--- src/hw/rtl/isg_ram.sv ---
module isg_ram #(
	parameter int W = 8,
	parameter int D = 64
) (
	input  logic                 clk,
	input  logic                 we,
	input  logic [$clog2(D)-1:0] waddr,
	input  logic [W-1:0]         wdata,
	input  logic [$clog2(D)-1:0] raddr,
	output logic [W-1:0]         rdata
);

	logic [W-1:0] mem_q [D];
	logic [W-1:0] rdata_q;

	always_ff @(posedge clk) begin
		if (we) begin
			mem_q[waddr] <= wdata;
		end
		rdata_q <= mem_q[raddr];
	end

	assign rdata = rdata_q;

endmodule

--- config.mk ---
export PLATFORM = sky130hd
export DESIGN_NAME = isg_ram
export DESIGN_NICKNAME = d
export VERILOG_FILES = /design/src/hw/rtl/isg_ram.sv
export SDC_FILE = /design/constraint.sdc
export NUM_CORES = 1
export LEC_CHECK = 0
export BUFFER_PORTS_ARGS = -buffer_cell sky130_fd_sc_hd__clkbuf_2
export CAP_MARGIN = 10
export CORE_MARGIN = 2
export CORE_UTILIZATION = 56
export CTS_CLUSTER_SIZE = 20
export DETAILED_ROUTE_END_ITERATION = 16
export GPL_ROUTABILITY_DRIVEN = 0
export PLACE_DENSITY = 0.75
export SLEW_MARGIN = 20
export SYNTH_ARGS = -nofsm -noshare
export SYNTH_HDL_FRONTEND = slang
export SYNTH_SLANG_ARGS = --single-unit
export TNS_END_PERCENT = 50
--- constraint.sdc ---
create_clock -name clk -period 1.7 [get_ports clk]
set_input_delay 0.085 -clock clk [delete_from_list [all_inputs] [get_ports clk]]
set_output_delay 0.085 -clock clk [all_outputs]
set_load 0.05 [all_outputs]
==> metrics.md <==
| Metric | Value |
|---|---|
| Mapped Nets | `just under 1,000` |
| Detailed placement HPWL | `~27 mm` |
| Main combinational cell family by area after synthesis | `multiplexers` |
| Seq/Total Area, Yosys | `a little under 80%` |
| H-tree depth | `2` |
| First-pass GRT wire length | `around 66 mm` |
| Core footprint | `between 30,000 and 40,000 um^2` |
| Rel. slew slack | `around half` |
| # nets final | `1,158` |
| Worst Hold Class | `input port to flop` |
| Simple-gate share of the synthesized area | `about 3.4%` |
| Final count of hold timing violations | `0` |
| Drc violations | `0` |
| Netlist Area Pre-Place | `20,200 um^2` |
| CTS tree | `built` |
| Share of cells above drive strength 1 | `between 30% and 40%` |
| Total gr overflow | `0` |
| Row cnt | `69` |
| Critical Path End Type | `flop` |
| Critical Path Start Type | `flop` |
| Critical path fanouts, max | `1` |
| WP data required | `approximately 2.1 ns` |
| Die X | `a little under 200 um` |
| Total power | `26.4 mW` |
| Vias in the first global route | `between 10,000 and 15,000` |
| Most frequent cells in the layout | `512 x edfxtp_1, 155 x buf_4, 126 x mux4_2, 81 x nor2_1, 53 x clkbuf_16` |
| Clk root buf | `clkbuf_16` |
| Ant diodes | `0` |
| Hold Slack | `~0.032 ns` |
| Post-Synth XOR/XNOR Area | `0%` |
| Num CTS Buffers | `a little over 50` |
| Max-cap violations | `0` |
| Cell count after synthesis | `between 900 and 1,000` |
| Setup WS post-layout | `-0.217 ns` |
| Clock latency on the worst-skew pair | `about 0.57 ns` |
| Most common cell after layout, fill and taps aside | `edfxtp_1` |
| Compound-cell area share of the yosys netlist | `between 2 and 2.5%` |
| Violated checks | `setup timing` |
| Share of the synthesized area in the top cell type | `about three quarters` |
| Largest net degree at the start of global routing | `65` |
| Die height | `around 190 um` |
| P&R area growth vs syn | `17.3%` |
| Yosys cell types | `40` |
| Gr usage total | `23.7%` |
| Clock Skew | `0.0199 ns` |
| Top cells by area, synth | `edfxtp_1 76%, mux4_2 14%, nor2_1 1.5%, mux2i_1 1.1%, dfxtp_1 0.79%` |
| Flops & latches, synth | `between 500 and 600` |
| CTS clock-pin slew for the worst setup and hold paths | `roughly 0.070 ns` |
| Leakage Power | `roughly 7.8 nW` |
| Tmin final | `1.92 ns` |
| Initial Utilization | `a little under three fifths` |
| Final WL | `43.7 mm` |
| Post-Synth Adder-Cell Area | `0%` |
| TritonCTS Sinks | `520` |
| Status | `complete, but fails checks` |
| Die area | `37,500 um^2` |
| IO Port Bufs | `29` |
| Slew Viols, Final | `0` |
| Vias per cell | `around 6.2` |
| Ys Warns | `0` |
| Initial antenna violation count | `0` |
| Iter 0 DRT Violations | `approximately 1,200` |
| # fillers | `between 2,000 and 2,500` |
| Period utilisation layout | `113%` |
| RSZ-0062 raised after global routing | `true` |
| VDD IR max | `roughly 0.79 mV` |
| Power per cell area | `roughly 1100 nW/um^2` |
| DRT antenna net count | `0` |
| Routed via count | `about 10,000` |
| Mux cell area share after synthesis | `~16%` |
| Setup Crit Path Kind | `flop to flop` |
| Setup-failing EPs final | `7` |
| Synthesized area per cell | `approximately 21 um^2` |
| Top cell type by total area after synthesis | `edfxtp_1` |
| Arrival @ worst endpoint | `2.34 ns` |
| Worst-margin pin slew | `approximately 0.73 ns` |
| Hold_buf cts | `0` |
| Fmax | `522 MHz` |
| CTS Buffer Depth | `3` |
| # IOs | `30` |
| Wire per inst | `roughly 27 um` |
| Pre-antenna DRT Iters | `5` |
## registers in the layout (all words and copies together), names as in the netlist
| signal | cells |
|---|---|
| rdata | 8 |
| mem_q | 512 |
## what timing repair did
item                       4_1_cts  5_1_grt
buffers inserted                 0        0
gates resized for setup         19        2
pin swaps                        4        3
setup endpoints to repair        8        8
## power by group
part           internal [mW]  switching, mW  total (mW)
clock network           6.12           4.49        10.6
registers               14.2         0.0488        14.2
logic                  0.648          0.927        1.57
total                   21.0           5.47        26.4
## area by class of cell
cell class | count | area [um^2] | area share, %
multi-input combinational | 369 | 4420 | 18.7
timing repair buffer | 194 | 1550 | 6.55
clock buffer | 64 | 1370 | 5.78
tap | 461 | 577 | 2.44
clock inverter | 26 | 201 | 0.852
sequential | 520 | 15500 | 65.7
## per-stage QoR
stage / instances / setup slack, ns / util (%) / instance area [um^2] / TNS, ns
floorplan: 940 / 0.00708 / - / 20200 / 0
CTS: 1634 / -0.208 / 66.6 / 23600 / -0.810
finish: 1634 / -0.217 / 66.6 / 23600 / -0.754
global placement: 1544 / -0.535 / 61.9 / 22000 / -3.53
detailed placement: 1544 / -0.507 / 61.9 / 22000 / -3.63
global route: 1634 / -0.268 / 66.6 / 23600 / -1.09
## layer usage
layer	routed length (um)	up-vias	global-route usage (%)
li1	-	4325	-
met2	21100	514	37.1
met5	0	-	0
met4	1730	0	9.61
met3	3800	104	4.64
met1	17100	5253	33.6
## Yosys cell counts
cell type and n:
and2_1 1, a2111oi_0 2, buf_4 13, o221ai_1 8, or3_1 1, nor2b_1 14
edfxtp_1 512, dfxtp_1 8, buf_12 2, o2bb2ai_1 3, a21oi_1 3, o311ai_1 1
o41ai_1 2, a22oi_1 3, o221a_2 2, nand2_1 19, mux4_2 126, nand4_1 2
mux2_2 13, buf_6 4, nor4_1 2, nand3b_1 3, o21ai_0 2, a221oi_1 6
a211oi_1 4, nor2_1 83, o2111ai_1 3, o21ai_1 2, o21a_1 2, buf_1 4
buf_2 11, mux2i_1 23, o22ai_1 8, nor3_1 7, nand2b_1 7, nand3_1 13
o32ai_1 2, clkbuf_1 17, a31oi_1 1, nand4b_1 1
## cells by family after synthesis
kind of cell	Yosys count
flip-flops	520
AND/OR/NAND/NOR	153
multiplexers	162
AO/OA/AOI/OAI	54
buffers and inverters	51
## final timing paths
| kind | startpoint | end | slack (ns) | cells past startpoint |
|---|---|---|---|---|
| setup reg to reg | mem_q[21][4] | rdata[4] | -0.22 | 6 |
| hold reg to reg | mem_q[31][6] | rdata[6] | 0.84 | 3 |
| hold / removal | raddr[5] | rdata[3] | 0.03 | 2 |
| setup / recovery | mem_q[21][4] | rdata[4] | -0.22 | 6 |
## critical path, cell delays in order, from the launching register on
cell	delay (ns)
edfxtp_1	0.37
mux4_2	0.49
mux2_4	0.29
o221a_4	0.27
nor3_2	0.12
buf_4	0.16
o32ai_4	0.09
Power figures use the tool's default switching activity.
